`src/rtl/sflc_pkg.sv`:
```
package sflc_pkg;

    localparam int MAX_FRAME_DEF     = 64;
    localparam int ERASE_SECTORS_DEF = 15;

    localparam int BYTE_W    = 8;
    localparam int ADDR_W    = 16;
    localparam int CNT_W     = 9;
    localparam int IDX_W     = 6;
    localparam int CFG_IDX_W = 2;
    localparam int OUT_TDATA_W = 24;
    localparam int OUT_TUSER_W = 3;

    localparam logic [ADDR_W-1:0] ERASE_BASE  = 16'hE200;
    localparam int                ERASE_SHIFT = 9;
    localparam logic [ADDR_W-1:0] FINAL_ADDR  = 16'hFFE0;

    localparam logic ACT_START = 1'b0;
    localparam logic ACT_BYTE  = 1'b1;

    localparam logic [CFG_IDX_W-1:0] REG_ENTRY_MODE  = 2'd0;
    localparam logic [CFG_IDX_W-1:0] REG_ERASE_OK    = 2'd1;
    localparam logic [CFG_IDX_W-1:0] REG_CHECKSUM_ER = 2'd2;
    localparam logic [CFG_IDX_W-1:0] REG_PROGRAM_OK  = 2'd3;

    typedef enum logic [1:0] {
        KIND_ERASE = 2'd0,
        KIND_WRITE = 2'd1,
        KIND_REPLY = 2'd2,
        KIND_RESET = 2'd3
    } t_kind;

    typedef enum logic [2:0] {
        OUT_ERASE,
        OUT_WRITE,
        OUT_EOK,
        OUT_CERR,
        OUT_POK,
        OUT_RST
    } t_out_sel;

    typedef enum logic [3:0] {
        ST_IDLE,
        ST_RST,
        ST_ERASE,
        ST_EOK,
        ST_HDR0,
        ST_HDR1,
        ST_HDR2,
        ST_PAYLOAD,
        ST_DRAIN,
        ST_CERR,
        ST_WFETCH,
        ST_WRITE,
        ST_POK,
        ST_HALT
    } t_state;

    typedef struct packed {
        logic     cap_hi;
        logic     cap_lo;
        logic     cap_len;
        logic     pay_acc;
        logic     drain_acc;
        logic     idx_clr;
        logic     idx_inc;
        logic     ram_re;
        logic     out_load;
        t_out_sel out_sel;
        logic     out_last;
    } t_cmd;

    typedef struct packed {
        logic out_free;
        logic mode_ok;
        logic len_bad;
        logic len_one;
        logic pay_end;
        logic xor_ok;
        logic drain_end;
        logic erase_last;
        logic write_last;
        logic frame_fin;
    } t_stat;

endpackage

```
`src/rtl/sflc_ram.sv`:
```
module sflc_ram #(
    parameter int WIDTH = 8,
    parameter int DEPTH = 64
) (
    input  logic                     i_clk,
    input  logic                     i_we,
    input  logic [$clog2(DEPTH)-1:0] i_waddr,
    input  logic [WIDTH-1:0]         i_wdata,
    input  logic                     i_re,
    input  logic [$clog2(DEPTH)-1:0] i_raddr,
    output logic [WIDTH-1:0]         o_rdata
);

    logic [WIDTH-1:0] r_mem [DEPTH];
    logic [WIDTH-1:0] r_rdata;

    always_ff @(posedge i_clk) begin
        if (i_we) begin
            r_mem[i_waddr] <= i_wdata;
        end
        if (i_re) begin
            r_rdata <= r_mem[i_raddr];
        end
    end

    assign o_rdata = r_rdata;

endmodule

```
`src/rtl/sflc_ctrl.sv`:
```
module sflc_ctrl (
    input  logic          i_clk,
    input  logic          i_rst_n,
    input  logic          i_valid,
    input  logic          i_action,
    output logic          o_ready,
    input  sflc_pkg::t_stat i_stat,
    output sflc_pkg::t_cmd  o_cmd
);
    import sflc_pkg::*;

    t_state r_state;
    t_state n_state;

    always_ff @(posedge i_clk) begin
        if (!i_rst_n) begin
            r_state <= ST_IDLE;
        end else begin
            r_state <= n_state;
        end
    end

    always_comb begin
        n_state = r_state;
        o_ready = 1'b0;
        o_cmd   = '0;
        unique case (r_state)
            ST_IDLE: begin
                o_ready = 1'b1;
                if (i_valid && i_action == ACT_START) begin
                    if (i_stat.mode_ok) begin
                        o_cmd.idx_clr = 1'b1;
                        n_state       = ST_ERASE;
                    end else begin
                        n_state = ST_RST;
                    end
                end
            end
            ST_RST: begin
                if (i_stat.out_free) begin
                    o_cmd.out_load = 1'b1;
                    o_cmd.out_sel  = OUT_RST;
                    o_cmd.out_last = 1'b1;
                    n_state        = ST_HALT;
                end
            end
            ST_ERASE: begin
                if (i_stat.out_free) begin
                    o_cmd.out_load = 1'b1;
                    o_cmd.out_sel  = OUT_ERASE;
                    o_cmd.idx_inc  = 1'b1;
                    if (i_stat.erase_last) begin
                        n_state = ST_EOK;
                    end
                end
            end
            ST_EOK: begin
                if (i_stat.out_free) begin
                    o_cmd.out_load = 1'b1;
                    o_cmd.out_sel  = OUT_EOK;
                    o_cmd.out_last = 1'b1;
                    n_state        = ST_HDR0;
                end
            end
            ST_HDR0: begin
                o_ready = 1'b1;
                if (i_valid && i_action == ACT_BYTE) begin
                    o_cmd.cap_hi = 1'b1;
                    n_state      = ST_HDR1;
                end
            end
            ST_HDR1: begin
                o_ready = 1'b1;
                if (i_valid && i_action == ACT_BYTE) begin
                    o_cmd.cap_lo = 1'b1;
                    n_state      = ST_HDR2;
                end
            end
            ST_HDR2: begin
                o_ready = 1'b1;
                if (i_valid && i_action == ACT_BYTE) begin
                    o_cmd.cap_len = 1'b1;
                    n_state       = i_stat.len_bad ? ST_DRAIN : ST_PAYLOAD;
                end
            end
            ST_PAYLOAD: begin
                o_ready = 1'b1;
                if (i_valid && i_action == ACT_BYTE) begin
                    o_cmd.pay_acc = 1'b1;
                    if (i_stat.pay_end) begin
                        if (!i_stat.xor_ok) begin
                            n_state = ST_CERR;
                        end else if (i_stat.len_one) begin
                            n_state = ST_POK;
                        end else begin
                            o_cmd.idx_clr = 1'b1;
                            n_state       = ST_WFETCH;
                        end
                    end
                end
            end
            ST_DRAIN: begin
                o_ready = 1'b1;
                if (i_valid && i_action == ACT_BYTE) begin
                    o_cmd.drain_acc = 1'b1;
                    if (i_stat.drain_end) begin
                        n_state = ST_CERR;
                    end
                end
            end
            ST_CERR: begin
                if (i_stat.out_free) begin
                    o_cmd.out_load = 1'b1;
                    o_cmd.out_sel  = OUT_CERR;
                    o_cmd.out_last = 1'b1;
                    n_state        = ST_HDR0;
                end
            end
            ST_WFETCH: begin
                o_cmd.ram_re = 1'b1;
                n_state      = ST_WRITE;
            end
            ST_WRITE: begin
                if (i_stat.out_free) begin
                    o_cmd.out_load = 1'b1;
                    o_cmd.out_sel  = OUT_WRITE;
                    o_cmd.idx_inc  = 1'b1;
                    o_cmd.ram_re   = 1'b1;
                    if (i_stat.write_last) begin
                        n_state = ST_POK;
                    end
                end
            end
            ST_POK: begin
                if (i_stat.out_free) begin
                    o_cmd.out_load = 1'b1;
                    o_cmd.out_sel  = OUT_POK;
                    o_cmd.out_last = 1'b1;
                    n_state        = i_stat.frame_fin ? ST_HALT : ST_HDR0;
                end
            end
            ST_HALT: begin
                o_ready = 1'b1;
            end
            default: begin
                n_state = ST_IDLE;
            end
        endcase
    end

    assert property (@(posedge i_clk) disable iff (!i_rst_n)
        o_cmd.out_load |-> i_stat.out_free)
        else $error("result loaded while output register busy");

    assert property (@(posedge i_clk) disable iff (!i_rst_n)
        r_state == ST_HALT |=> r_state == ST_HALT)
        else $error("left halt without reset");

    assert property (@(posedge i_clk) disable iff (!i_rst_n)
        o_cmd.pay_acc |-> (i_valid && o_ready && i_action == ACT_BYTE))
        else $error("payload stored without an accepted byte");

endmodule

```
`src/rtl/sflc_dp.sv`:
```
module sflc_dp #(
    parameter int MAX_FRAME     = sflc_pkg::MAX_FRAME_DEF,
    parameter int ERASE_SECTORS = sflc_pkg::ERASE_SECTORS_DEF
) (
    input  logic                               i_clk,
    input  logic                               i_rst_n,
    input  sflc_pkg::t_cmd                     i_cmd,
    output sflc_pkg::t_stat                    o_stat,
    input  logic [sflc_pkg::BYTE_W-1:0]        i_byte,
    input  logic                               i_cfg_we,
    input  logic [sflc_pkg::CFG_IDX_W-1:0]     i_cfg_index,
    input  logic [sflc_pkg::BYTE_W-1:0]        i_cfg_data,
    input  logic                               i_out_ready,
    output logic                               o_out_valid,
    output logic [sflc_pkg::OUT_TDATA_W-1:0]   o_out_tdata,
    output logic [sflc_pkg::OUT_TUSER_W-1:0]   o_out_tuser,
    output logic                               o_out_tlast
);
    import sflc_pkg::*;

    localparam int AW = $clog2(MAX_FRAME);

    logic [BYTE_W-1:0] r_entry_mode;
    logic [BYTE_W-1:0] r_erase_ok;
    logic [BYTE_W-1:0] r_cksum_err;
    logic [BYTE_W-1:0] r_prog_ok;

    logic [ADDR_W-1:0] r_addr;
    logic [BYTE_W-1:0] r_len;
    logic [CNT_W-1:0]  r_cnt;
    logic [BYTE_W-1:0] r_xor;
    logic [IDX_W-1:0]  r_idx;

    logic                   r_out_valid;
    logic [OUT_TDATA_W-1:0] r_out_tdata;
    logic [OUT_TUSER_W-1:0] r_out_tuser;
    logic                   r_out_tlast;

    logic [CNT_W-1:0]  w_cnt_inc;
    logic [CNT_W-1:0]  w_drain_total;
    logic [IDX_W-1:0]  w_idx_inc;
    logic [AW-1:0]     w_raddr;
    logic [BYTE_W-1:0] w_rdata;
    logic [ADDR_W-1:0] w_erase_addr;
    logic              w_fin;
    t_kind             w_kind;
    logic [ADDR_W-1:0] w_oaddr;
    logic [BYTE_W-1:0] w_odata;

    assign w_cnt_inc     = CNT_W'(r_cnt + CNT_W'(1));
    assign w_drain_total = (r_len == '0) ? CNT_W'(256) : {1'b0, r_len};
    assign w_idx_inc     = IDX_W'(r_idx + IDX_W'(1));
    assign w_raddr       = i_cmd.idx_inc ? w_idx_inc[AW-1:0] : r_idx[AW-1:0];
    assign w_erase_addr  = ADDR_W'(ERASE_BASE + (ADDR_W'(r_idx) << ERASE_SHIFT));
    assign w_fin         = (r_addr == FINAL_ADDR);

    always_comb begin
        o_stat.out_free   = !r_out_valid || i_out_ready;
        o_stat.mode_ok    = (i_byte == r_entry_mode);
        o_stat.len_bad    = (i_byte == '0) || ({1'b0, i_byte} > CNT_W'(MAX_FRAME));
        o_stat.len_one    = (r_len == BYTE_W'(1));
        o_stat.pay_end    = (w_cnt_inc >= {1'b0, r_len});
        o_stat.xor_ok     = (r_xor == i_byte);
        o_stat.drain_end  = (w_cnt_inc >= w_drain_total);
        o_stat.erase_last = (r_idx == IDX_W'(ERASE_SECTORS - 1));
        o_stat.write_last = ({2'b00, r_idx} == BYTE_W'(r_len - BYTE_W'(2)));
        o_stat.frame_fin  = w_fin;
    end

    always_ff @(posedge i_clk) begin
        if (!i_rst_n) begin
            r_entry_mode <= '0;
            r_erase_ok   <= '0;
            r_cksum_err  <= '0;
            r_prog_ok    <= '0;
        end else if (i_cfg_we) begin
            unique case (i_cfg_index)
                REG_ENTRY_MODE:  r_entry_mode <= i_cfg_data;
                REG_ERASE_OK:    r_erase_ok   <= i_cfg_data;
                REG_CHECKSUM_ER: r_cksum_err  <= i_cfg_data;
                REG_PROGRAM_OK:  r_prog_ok    <= i_cfg_data;
                default: begin
                end
            endcase
        end
    end

    // frame header, byte counter, running checksum and result index
    always_ff @(posedge i_clk) begin
        if (!i_rst_n) begin
            r_addr <= '0;
            r_len  <= '0;
            r_cnt  <= '0;
            r_xor  <= '0;
            r_idx  <= '0;
        end else begin
            if (i_cmd.cap_hi) begin
                r_addr[ADDR_W-1:BYTE_W] <= i_byte;
            end
            if (i_cmd.cap_lo) begin
                r_addr[BYTE_W-1:0] <= i_byte;
            end
            if (i_cmd.cap_len) begin
                r_len <= i_byte;
                r_cnt <= '0;
                r_xor <= '0;
            end
            if (i_cmd.pay_acc) begin
                r_cnt <= w_cnt_inc;
                r_xor <= r_xor ^ i_byte;
            end
            if (i_cmd.drain_acc) begin
                r_cnt <= w_cnt_inc;
            end
            if (i_cmd.idx_clr) begin
                r_idx <= '0;
            end else if (i_cmd.idx_inc) begin
                r_idx <= w_idx_inc;
            end
        end
    end

    sflc_ram #(
        .WIDTH (BYTE_W),
        .DEPTH (MAX_FRAME)
    ) u_buf (
        .i_clk   (i_clk),
        .i_we    (i_cmd.pay_acc),
        .i_waddr (r_cnt[AW-1:0]),
        .i_wdata (i_byte),
        .i_re    (i_cmd.ram_re),
        .i_raddr (w_raddr),
        .o_rdata (w_rdata)
    );

    always_comb begin
        w_kind  = KIND_REPLY;
        w_oaddr = '0;
        w_odata = '0;
        unique case (i_cmd.out_sel)
            OUT_ERASE: begin
                w_kind  = KIND_ERASE;
                w_oaddr = w_erase_addr;
            end
            OUT_WRITE: begin
                w_kind  = KIND_WRITE;
                w_oaddr = ADDR_W'(r_addr + ADDR_W'(r_idx));
                w_odata = w_rdata;
            end
            OUT_EOK:  w_odata = r_erase_ok;
            OUT_CERR: w_odata = r_cksum_err;
            OUT_POK:  w_odata = r_prog_ok;
            OUT_RST:  w_kind  = KIND_RESET;
            default: begin
            end
        endcase
    end

    always_ff @(posedge i_clk) begin
        if (!i_rst_n) begin
            r_out_valid <= 1'b0;
        end else if (i_cmd.out_load) begin
            r_out_valid <= 1'b1;
        end else if (i_out_ready) begin
            r_out_valid <= 1'b0;
        end
    end

    always_ff @(posedge i_clk) begin
        if (i_cmd.out_load) begin
            r_out_tdata <= {w_odata, w_oaddr};
            r_out_tuser <= {(i_cmd.out_sel == OUT_POK) && w_fin, w_kind};
            r_out_tlast <= i_cmd.out_last;
        end
    end

    assign o_out_valid = r_out_valid;
    assign o_out_tdata = r_out_tdata;
    assign o_out_tuser = r_out_tuser;
    assign o_out_tlast = r_out_tlast;

    assert property (@(posedge i_clk) disable iff (!i_rst_n)
        i_cmd.pay_acc |-> (r_cnt < CNT_W'(MAX_FRAME)))
        else $error("payload write beyond buffer");

    assert property (@(posedge i_clk) disable iff (!i_rst_n)
        (i_cmd.out_load && i_cmd.out_sel == OUT_WRITE) |-> (r_len > BYTE_W'(1)))
        else $error("byte write issued for a frame without data");

endmodule

```
`src/rtl/serial_flash_loader_frame_checker_top.sv`:
```
// serial flash loader frame checker
// input channel s_axis: tuser[0] is the action (0 start with a mode byte,
// 1 received serial byte), tdata[7:0] is the byte
// output channel m_axis: tdata holds the flash address in [15:0] and the
// data or reply code in [23:16]; tuser[1:0] is the kind (erase, write,
// reply, reset request), tuser[2] asks for reset after the final reply;
// tlast marks the last result caused by one input beat
// config: i_cfg_we writes i_cfg_data into register i_cfg_index (entry mode,
// erase ok, checksum error, program ok); the user writes only while idle, not enforced
// an input beat that causes no result leaves the input ready; a start beat gives
// ERASE_SECTORS erases and a reply (or a reset request for a wrong mode byte), a
// closing payload beat up to MAX_FRAME-1 writes and a reply, at one result per
// cycle while the receiver is ready; writes follow a read on the single read port
// results leave through one output register; a stalled receiver holds it
// and the sequencer waits, input is not taken while the sequencer still
// has results to issue
// reset is synchronous and returns the block to waiting for a start beat
module serial_flash_loader_frame_checker_top #(
    parameter int MAX_FRAME     = sflc_pkg::MAX_FRAME_DEF,
    parameter int ERASE_SECTORS = sflc_pkg::ERASE_SECTORS_DEF
) (
    input  logic                             i_clk,
    input  logic                             i_rst_n,
    input  logic                             s_axis_tvalid,
    output logic                             s_axis_tready,
    input  logic [7:0]                       s_axis_tdata,  // byte_value
    input  logic [0:0]                       s_axis_tuser,  // action
    output logic                             m_axis_tvalid,
    input  logic                             m_axis_tready,
    output logic [sflc_pkg::OUT_TDATA_W-1:0] m_axis_tdata,  // out_address, out_data
    output logic [sflc_pkg::OUT_TUSER_W-1:0] m_axis_tuser,  // out_kind, reset_after
    output logic                             m_axis_tlast,
    input  logic                             i_cfg_we,
    input  logic [sflc_pkg::CFG_IDX_W-1:0]   i_cfg_index,
    input  logic [sflc_pkg::BYTE_W-1:0]      i_cfg_data
);
    import sflc_pkg::*;

    t_cmd  w_cmd;
    t_stat w_stat;

    sflc_ctrl u_ctrl (
        .i_clk    (i_clk),
        .i_rst_n  (i_rst_n),
        .i_valid  (s_axis_tvalid),
        .i_action (s_axis_tuser[0]),
        .o_ready  (s_axis_tready),
        .i_stat   (w_stat),
        .o_cmd    (w_cmd)
    );

    sflc_dp #(
        .MAX_FRAME     (MAX_FRAME),
        .ERASE_SECTORS (ERASE_SECTORS)
    ) u_dp (
        .i_clk       (i_clk),
        .i_rst_n     (i_rst_n),
        .i_cmd       (w_cmd),
        .o_stat      (w_stat),
        .i_byte      (s_axis_tdata),
        .i_cfg_we    (i_cfg_we),
        .i_cfg_index (i_cfg_index),
        .i_cfg_data  (i_cfg_data),
        .i_out_ready (m_axis_tready),
        .o_out_valid (m_axis_tvalid),
        .o_out_tdata (m_axis_tdata),
        .o_out_tuser (m_axis_tuser),
        .o_out_tlast (m_axis_tlast)
    );

endmodule

```
`config.mk`:
```
export PLATFORM = sky130hd
export DESIGN_NAME = serial_flash_loader_frame_checker_top
export DESIGN_NICKNAME = d
export VERILOG_FILES = /design/src/rtl/sflc_pkg.sv /design/src/rtl/sflc_ram.sv /design/src/rtl/sflc_ctrl.sv /design/src/rtl/sflc_dp.sv /design/src/rtl/serial_flash_loader_frame_checker_top.sv
export SDC_FILE = /design/constraint.sdc
export NUM_CORES = 1
export LEC_CHECK = 0
export CORE_MARGIN = 1.5
export CORE_UTILIZATION = 40
export DETAILED_ROUTE_END_ITERATION = 12
export DONT_BUFFER_PORTS = 1
export PLACE_DENSITY = 0.65
export SETUP_SLACK_MARGIN = 0.02
export SLEW_MARGIN = 5
export SYNTH_ARGS = -nofsm -noshare
export SYNTH_HDL_FRONTEND = slang
export SYNTH_SLANG_ARGS = --single-unit
```
`constraint.sdc`:
```
create_clock -name i_clk -period 4.1 [get_ports i_clk]
set_input_delay 0.205 -clock i_clk [delete_from_list [all_inputs] [get_ports i_clk]]
set_output_delay 0.205 -clock i_clk [all_outputs]
set_load 0.01 [all_outputs]
```
==> results of run 1 <==
through the flow:
stage	hold WS, ps	setup slack, ps
floorplan	304	142
global route	12.6	87.9
detailed placement	316	182
global placement	314	178
CTS	7.59	153
finish	32.1	252
layer usage:
metal,vias to the layer above,GRT usage,part of all wire
met1,11400,0.315,0.41
met4,2,0.0824,0.034
li1,9935,-,-
met2,1122,0.370,0.47
met3,180,0.0407,0.083
met5,-,0,0.00014
power by group through the flow:
stage | clock, µW | sequential [µW] | combinational [µW]
floorplan | 0 | 7520 | 2680
global placement | 0 | 7550 | 3480
detailed placement | 0 | 7560 | 3530
CTS | 6250 | 7430 | 3710
global route | 6510 | 7440 | 3980
finish | 6180 | 7420 | 3760
final timing paths:
path / to / slack (ps) / cells past startpoint
worst max-delay path: u_dp.u_buf.o_rdata[0]$_DFFE_PP_ / 250 / 7
worst min-delay path: u_dp.u_buf.r_mem[34][2]$_DFFE_PP_ / 30 / 1
worst max register to register: u_dp.u_buf.o_rdata[0]$_DFFE_PP_ / 250 / 7
worst min register to register: u_dp.r_cnt[7]$_SDFFE_PN0P_ / 520 / 2
kinds of logic (layout without fill, tap and decap cells):
group,after synthesis,count (layout),share of synthesized area
AOI/OAI and AO/OA,543,543,0.120
buffers and inverters,223,296,0.0326
xor gates and xnor gates,51,51,0.0147
muxes,414,414,0.152
DFF,632,632,0.570
adders and majority gates,27,27,0.0108
and+or+nand+nor,607,607,0.0994
worst max-delay path, delay by kind of cell, from the launching register on:
kind	cells	cell delay (ps)
AOI/OAI and AO/OA	2	1250
buffers and inverters	3	1540
and+or+nand+nor	2	480
DFF	1	390
area by class of cell:
type / count / share of cell area
sequential: 632 / 0.505
multi-input combinational: 1642 / 0.354
clock buffer: 88 / 0.0512
timing repair buffer: 145 / 0.0397
tap: 1050 / 0.0365
clock inverter: 38 / 0.0108
inverter: 25 / 0.00261
timing repair:
item	CTS	global route
resized for setup	0	1
endpoints found under the hold margin	591	0
hold buffers	27	0
setup endpoints to repair	0	1
cell usage after synthesis, types with 9 or more instances:
library cell / n
nand2_1: 124
xor2_1: 16
nand2b_1: 14
nor3_1: 63
buf_1: 26
mux2i_1: 305
a221o_1: 9
o21ai_0: 85
dfxtp_1: 84
inv_1: 24
buf_4: 16
a21oi_1: 28
a21boi_0: 15
ha_1: 25
mux4_2: 45
o211ai_1: 15
nand4b_1: 9
edfxtp_1: 548
mux2_2: 60
nand4_1: 12
or4_1: 10
o311ai_0: 9
and2_1: 21
nor2_1: 126
buf_2: 76
a311oi_1: 23
xnor2_1: 32
nor4_1: 30
or3_1: 15
a211oi_1: 71
clkbuf_1: 73
o22ai_1: 157
and3_1: 11
o221ai_1: 37
nand3_1: 51
nor2b_1: 86
a22o_1: 10
placed cells by master, fill, tap and decap left out, drive strengths merged, types with 10 or more instances in the layout:
master         n
o21ai         85
mux4          49
nor2         126
nand3         52
nor2b         86
nor3          66
buf          127
a22o          10
or3           15
a21oi         28
and2          21
inv           28
nand4         14
mux2          60
a21boi        15
or4           10
dlygate4sd3   18
nor4          31
and3          11
nand2        124
nand2b        14
edfxtp       548
xor2          18
o211ai        15
xnor2         33
ha            25
a311oi        23
clkbuf        88
dfxtp         84
o221ai        37
o22ai        157
a211oi        71
mux2i        305
clkinv        29
registers in the layout, indices dropped and copies added (netlist names):
name	cells
u_dp.r_xor	8
u_dp.u_buf.o_rdata	8
u_dp.r_len	8
u_dp.r_entry_mode	8
u_dp.r_prog_ok	8
u_dp.u_buf.r_mem	512
u_dp.o_out_valid	1
u_dp.r_addr	16
u_ctrl.r_state	4
u_dp.o_out_tuser	3
u_dp.o_out_tlast	1
u_dp.r_idx	6
u_dp.r_cnt	9
u_dp.r_erase_ok	8
u_dp.o_out_tdata	24
u_dp.r_cksum_err	8
==> metrics.md, run 1 <==
| Metric | Value |
|---|---|
| Max Fclk | 260 MHz |
| P_int | roughly 12000 µW |
| Part of the power in combinational logic | 0.216 |
| 1st-iter DRT viols | roughly 2400 |
| Max-Cap Viols | 0 |
| Most used DFF post-synth | edfxtp_1 |
| Crit path max-delay cell type | a2111oi_1 |
| Mapped Area | ~32000 µm² |
| Worst R2R Start | u_dp.r_idx[0]$_SDFF_PP0_ |
| Netlist cell types | 85 |
| DRC Markers | 1 |
| Total of warnings raised by yosys | 0 |
| TritonCTS clock tree | done |
| IO Count | 54 |
| Non-Filler Instances | 3620 |
| Cell Rows | between 100 and 150 |
| Layout area overhead | 13.0% |
| Final Cell Area | about 36000 µm² |
| Flop and latch count out of synthesis | between 600 and 700 |
| Flop pwr share | 0.427 |
| Area of the multi-input gates | 12700 µm² |
| Synth Instances | between 2000 and 2500 |
| PD cells | around 480 nW/µm² |
| DR vias | roughly 23000 |
| Root buffer cell | clkbuf_16 |
| Hold Fails Final Rpt | 0 |
| Register area share after synthesis | 0.570 |
| Starting density of the core | 0.403 |
| CP Max Fanout | 74 |
| Final setup vio count | 0 |
| Period utilisation layout | 0.939 |
| Clk_lat worst skew | around 630 ps |
| Area fraction of the dominant cell type after synthesis | 0.517 |
| Clock Power Share | 0.356 |
| Sequential Area | approximately 18000 µm² |
| DP Cell Count | between 3000 and 4000 |
| Router iterations before antenna repair | 10 |
| Hpwl dp | 56.8 mm |
| Die Width | between 200 and 300 µm |
| Crit path from | u_dp.r_idx[0]$_SDFF_PP0_ |
| Share of cells above drive strength 1 | 0.140 |
| RSZ-0062 raised after global routing | false |
| Worst-Margin Slew | 1330 ps |
| Crit-path cells | buf_4 -> buf_4 -> o211ai_1 -> a2111oi_1 -> buf_4 -> nand4b_1 -> or4b_1 |
| Async set-reset flop share out of synthesis | 0 |
| Total track usage | 0.231 |
| CP max stage delay | around 980 ps |
| Die area | roughly 80000 µm² |
| Max rail drop VDD | just under 0.3 mV |
| Data arrival time of the critical path | approximately 4400 ps |
| Run status | complete, but fails checks |
| Clock-pin slew on the worst setup and hold paths | 60 ps |
| Crit path kind | flip-flop to flip-flop |
| EDFF count, synth | 548 |
| Remaining antenna violation count | 0 |
| H-Tree Depth | 3 |
| Placed cell area | roughly 33000 µm² |
| Vias in the first global route | around 22000 |
| WP data required | 4600 ps |
| ANT cells | 0 |
| Largest net degree at the start of global routing | between 90 and 100 |
| Global-route wire length before repair | roughly 140 mm |
| Clock Sinks | approximately 630 |
| Failing checks | DRC |
| Hold Startpoint | s_axis_tdata[2] |
| Initial antenna violation count | 2 |
| Pleak | around 0.012 µW |
| Die Y | roughly 290 µm |
| Startpoint types | flip-flop |
| Setup TNS | 0 ps |
| GRT Residual Overflow | 0 |
| Top post-synthesis cells by area | edfxtp_1, mux2i_1, dfxtp_1, mux4_2, o22ai_1 |
| Routed WL | ~96 mm |
| CP Capture Type | flip-flop |
| CTS buffer count | 70 |
| Rel. slew slack | 0.108 |
| CTS max path bufs | 3 |
| Clk_skew | around 35 ps |
| Wire per inst | ~26 µm |
| Post-synth top area cell | edfxtp_1 |
| Via/cell ratio | about 6.3 |
| PortBufs | 0 |
| Sw Share | 0.296 |
| Post-Syn Nets | between 2000 and 3000 |
| Final min period | 3850 ps |
| Worst Hold Class | primary input to flip-flop |
| Gpl congestion | roughly 0.91 |
| Psw | between 5000 and 6000 µW |
| Pwr Total | between 15000 and 20000 µW |
| Max-slew violations | 0 |
| CP dominant cell by count | buf_4 |
| Post-layout nets | about 2600 |
| CORE AREA | 78900 µm² |
| Mean area per synthesized cell | roughly 13 µm² |
| Fill cells | roughly 7000 |
| Setup Fix Bufs, Post-CTS | 0 |
| Final Util | 0.456 |
Note: power is estimated with default switching activity, not from simulation.
==> run 2: changes to the inputs <==
--- a/config.mk
+++ b/config.mk
@@ -9,6 +9,7 @@
 export CORE_UTILIZATION = 40
 export DETAILED_ROUTE_END_ITERATION = 12
 export DONT_BUFFER_PORTS = 1
+export GPL_TIMING_DRIVEN = 0
 export PLACE_DENSITY = 0.65
 export SETUP_SLACK_MARGIN = 0.02
 export SLEW_MARGIN = 5
==> metrics.md, run 2 (synthesis gave the netlist of run 1 again) <==
| Metric | Value |
|---|---|
| DP Cell Count | 3549 (was 3467) |
| R2R cell count | 14 (was 7) |
| Number of flip-flops in the largest register | 512 (unchanged) |
| PD cells | 516 nW/µm² (was 483 nW/µm²) |
| Remaining antenna violation count | 0 (unchanged) |
| Final setup vio count | 7 (was 0) |
| Crit path from | u_dp.r_idx[0]$_SDFF_PP0_ (unchanged) |
| Total track usage | 0.252 (was 0.231) |
| RSZ-0062 raised after global routing | true (was false) |
| DR vias | 23700 (was 22600) |
| Pleak | 0.0121 µW (was 0.0119 µW) |
| Wire per inst | 28.2 µm (was 26.4 µm) |
| DRC Markers | 0 (was 1) |
| Hold Path Stages | 2 (was 1) |
| Max Fclk | 239 MHz (was 260 MHz) |
| Root buffer cell | clkbuf_16 (unchanged) |
| Vias in the first global route | 23200 (was 22100) |
| Die Y | 285 µm (unchanged) |
| R2R Path End | u_dp.u_buf.o_rdata[3]$_DFFE_PP_ (was u_dp.u_buf.o_rdata[0]$_DFFE_PP_) |
| Global-route wire length before repair | 152 mm (was 141 mm) |
| Worst R2R Start | u_dp.r_idx[0]$_SDFF_PP0_ (unchanged) |
| Final min period | 4180 ps (was 3850 ps) |
| Crit path kind | flip-flop to flip-flop (unchanged) |
| Die Width | 285 µm (unchanged) |
| Most common cell after layout, fill and taps aside | edfxtp_1 (unchanged) |
| TritonCTS clock tree | done (unchanged) |
| Hold Fails Final Rpt | 0 (unchanged) |
| Largest net degree at the start of global routing | 65 (was 97) |
| CP Capture Type | flip-flop (unchanged) |
| Via/cell ratio | 6.39 (was 6.26) |
| CTS max path bufs | 3 (unchanged) |
| CP top delay family | simple AND/OR/NAND/NOR gates (was buffers and inverters) |
| Worst R2R Setup Slack | -80 ps (was 250 ps) |
| Crit path max-delay cell type | or4b_4 (was a2111oi_1) |
| Failing checks | setup timing (was DRC) |
| Worst path buffer plus inverter count | 6 (was 3) |
| Max-Cap Viols | 0 (unchanged) |
| Non-Filler Instances | 3717 (was 3620) |
| Clock Sinks | 632 (unchanged) |
| Worst path depth | 14 (was 7) |
| Clk_lat worst skew | 630 ps (about the same) |
| Area of the multi-input gates | 13000 µm² (was 12700 µm²) |
| Most frequent cells in the layout | edfxtp_1, mux2i_1, o22ai_1, nand2_1, nor2_1 (was edfxtp_1, mux2i_1, o22ai_1, nor2_1, nand2_1) |
| CP Max Fanout | 10 (was 74) |
| Sequential Area | 18100 µm² (about the same) |
| H-Tree Depth | 3 (unchanged) |
| CP dominant cell by count | clkbuf_16 (was buf_4) |
| WP data required | 4460 ps (was 4600 ps) |
| Final Cell Area | 36800 µm² (was 36000 µm²) |
| Startpoint types | flip-flop (unchanged) |
| Clk_skew | 24.2 ps (was 35.3 ps) |
| Post-layout nets | 2658 (was 2566) |
| 1st-iter DRT viols | 3425 (was 2431) |
| CORE AREA | 78900 µm² (unchanged) |
| CTS buffer count | 72 (was 70) |
| Share of cells above drive strength 1 | 0.158 (was 0.140) |
| Data arrival time of the critical path | 4540 ps (was 4350 ps) |
| Run status | complete, but fails checks (unchanged) |
| Max-slew violations | 0 (unchanged) |
| Period utilisation layout | 1.02 (was 0.939) |
| Starting density of the core | 0.403 (unchanged) |
| Initial antenna violation count | 5 (was 2) |
| Largest Register | u_dp.u_buf.r_mem (unchanged) |
| Routed WL | 105 mm (was 95.5 mm) |
| Worst-Margin Slew | 1260 ps (was 1330 ps) |
| Router iterations before antenna repair | 6 (was 10) |
| GRT Residual Overflow | 0 (unchanged) |
| Worst Hold Class | primary input to flip-flop (unchanged) |
| Hpwl dp | 71.4 mm (was 56.8 mm) |
| Gpl congestion | 0.964 (was 0.911) |
| Critical Path End | u_dp.u_buf.o_rdata[3]$_DFFE_PP_ (was u_dp.u_buf.o_rdata[0]$_DFFE_PP_) |
| Rel. slew slack | 0.156 (was 0.108) |
| Fill cells | 6960 (was 6991) |
| Clock-pin slew on the worst setup and hold paths | 70 ps (was 60 ps) |
| Cell Rows | 103 (unchanged) |
| PortBufs | 0 (unchanged) |
| Die area | 81200 µm² (unchanged) |
| Layout area overhead | 15.8% (was 13.0%) |
| IO Count | 54 (unchanged) |
| CP max stage delay | 550 ps (was 980 ps) |
| Crit-path cells | clkinvlp_4 -> clkbuf_16 -> clkbuf_8 -> clkbuf_16 -> ha_4 -> buf_12 -> clkbuf_16 -> mux2_2 -> nor4_1 -> a211oi_1 -> a311oi_2 -> a2111oi_2 -> nand4b_1 -> or4b_4 (was buf_4 -> buf_4 -> o211ai_1 -> a2111oi_1 -> buf_4 -> nand4b_1 -> or4b_1) |
| Fin worst setup slack | -79.5 ps (was 252 ps) |
| Placed cell area | 33200 µm² (was 33300 µm²) |
| Max rail drop VDD | 0.276 mV (was 0.294 mV) |
-- run 2: changes by cell type in the layout (fill, tap and decap cells not counted), sizes merged --
cell,previous run,this run
clkinvlp,0,3
dlygate4sd3,18,19
clkinv,29,25
inv,28,26
diode,0,4
clkbuf,88,166
bufinv,6,15
buf,127,135
-- run 2: worst reg2reg max path: cells and delay by family, from the launching register on --
kind / cells / cell delay [ps]
and+or+nand+nor: 3 / 1160
buffers and inverters: 6 / 1100
AOI/OAI and AO/OA: 3 / 650
DFF: 1 / 380
muxes: 1 / 340
adders and majority gates: 1 / 290
-- run 2: where the power goes --
part           switching, µW  internal (µW)
Combinational           2890           1700
Clock                   2720           4300
Sequential               184           7230
Total                   5790          13200
-- run 2: worst min-delay path by stage --
stage	from	to	slack, ps
3_3_place_gp	s_axis_tdata[3]	u_dp.u_buf.r_mem[56][3]$_DFFE_PP_	320
4_1_cts	i_rst_n	u_dp.r_erase_ok[5]$_SDFFE_PN0P_	7
5_1_grt	i_rst_n	u_dp.r_cnt[8]$_SDFFE_PN0P_	20
2_1_floorplan	s_axis_tdata[0]	u_dp.u_buf.r_mem[0][0]$_DFFE_PP_	300
6_report	i_rst_n	u_dp.r_cnt[8]$_SDFFE_PN0P_	30
3_5_place_dp	s_axis_tdata[3]	u_dp.u_buf.r_mem[43][3]$_DFFE_PP_	320
-- run 2: layout make-up --
| cell class | count | share of cell area |
|---|---|---|
| clock inverters | 44 | 0.0175 |
| clock buffers | 85 | 0.0520 |
| multi-input cells | 1642 | 0.352 |
| well taps | 1050 | 0.0357 |
| inverters | 25 | 0.00272 |
| flip-flops and latches | 632 | 0.493 |
| diodes | 4 | 0.000272 |
| repair buffers | 37 | 0.0139 |
| plain buffers | 198 | 0.0331 |
-- run 2: stage by stage --
stage / hold WS [ps] / setup WS (ps) / utilization / setup TNS (ps) / total power, µW
after floorplan: 304 / 142 / - / 0 / 10200
after global placement: 320 / -2680 / 0.420 / -57200 / 11500
after detailed placement: 321 / -2750 / 0.421 / -23170 / 11600
after CTS: 6.52 / 13.9 / 0.464 / 0 / 18900
after global routing: 18.6 / -132 / 0.467 / -4580 / 19500
final: 26.3 / -79.5 / 0.467 / -147 / 19000
-- run 2: per-layer routing --
metal,vias up,track usage,part of all wire
met5,-,0,0
met4,0,0.110,0.045
met3,266,0.0483,0.098
met2,1461,0.398,0.46
met1,11900,0.339,0.40
li1,10100,-,-
-- run 2: what timing repair did --
action	CTS	global route
gates cloned	0	0
endpoints found under the hold margin	548	0
hold buffers	27	0
pin swaps	15	15
buffers inserted	4	4
resized for setup	107	45
endpoints found under the setup margin	14	110
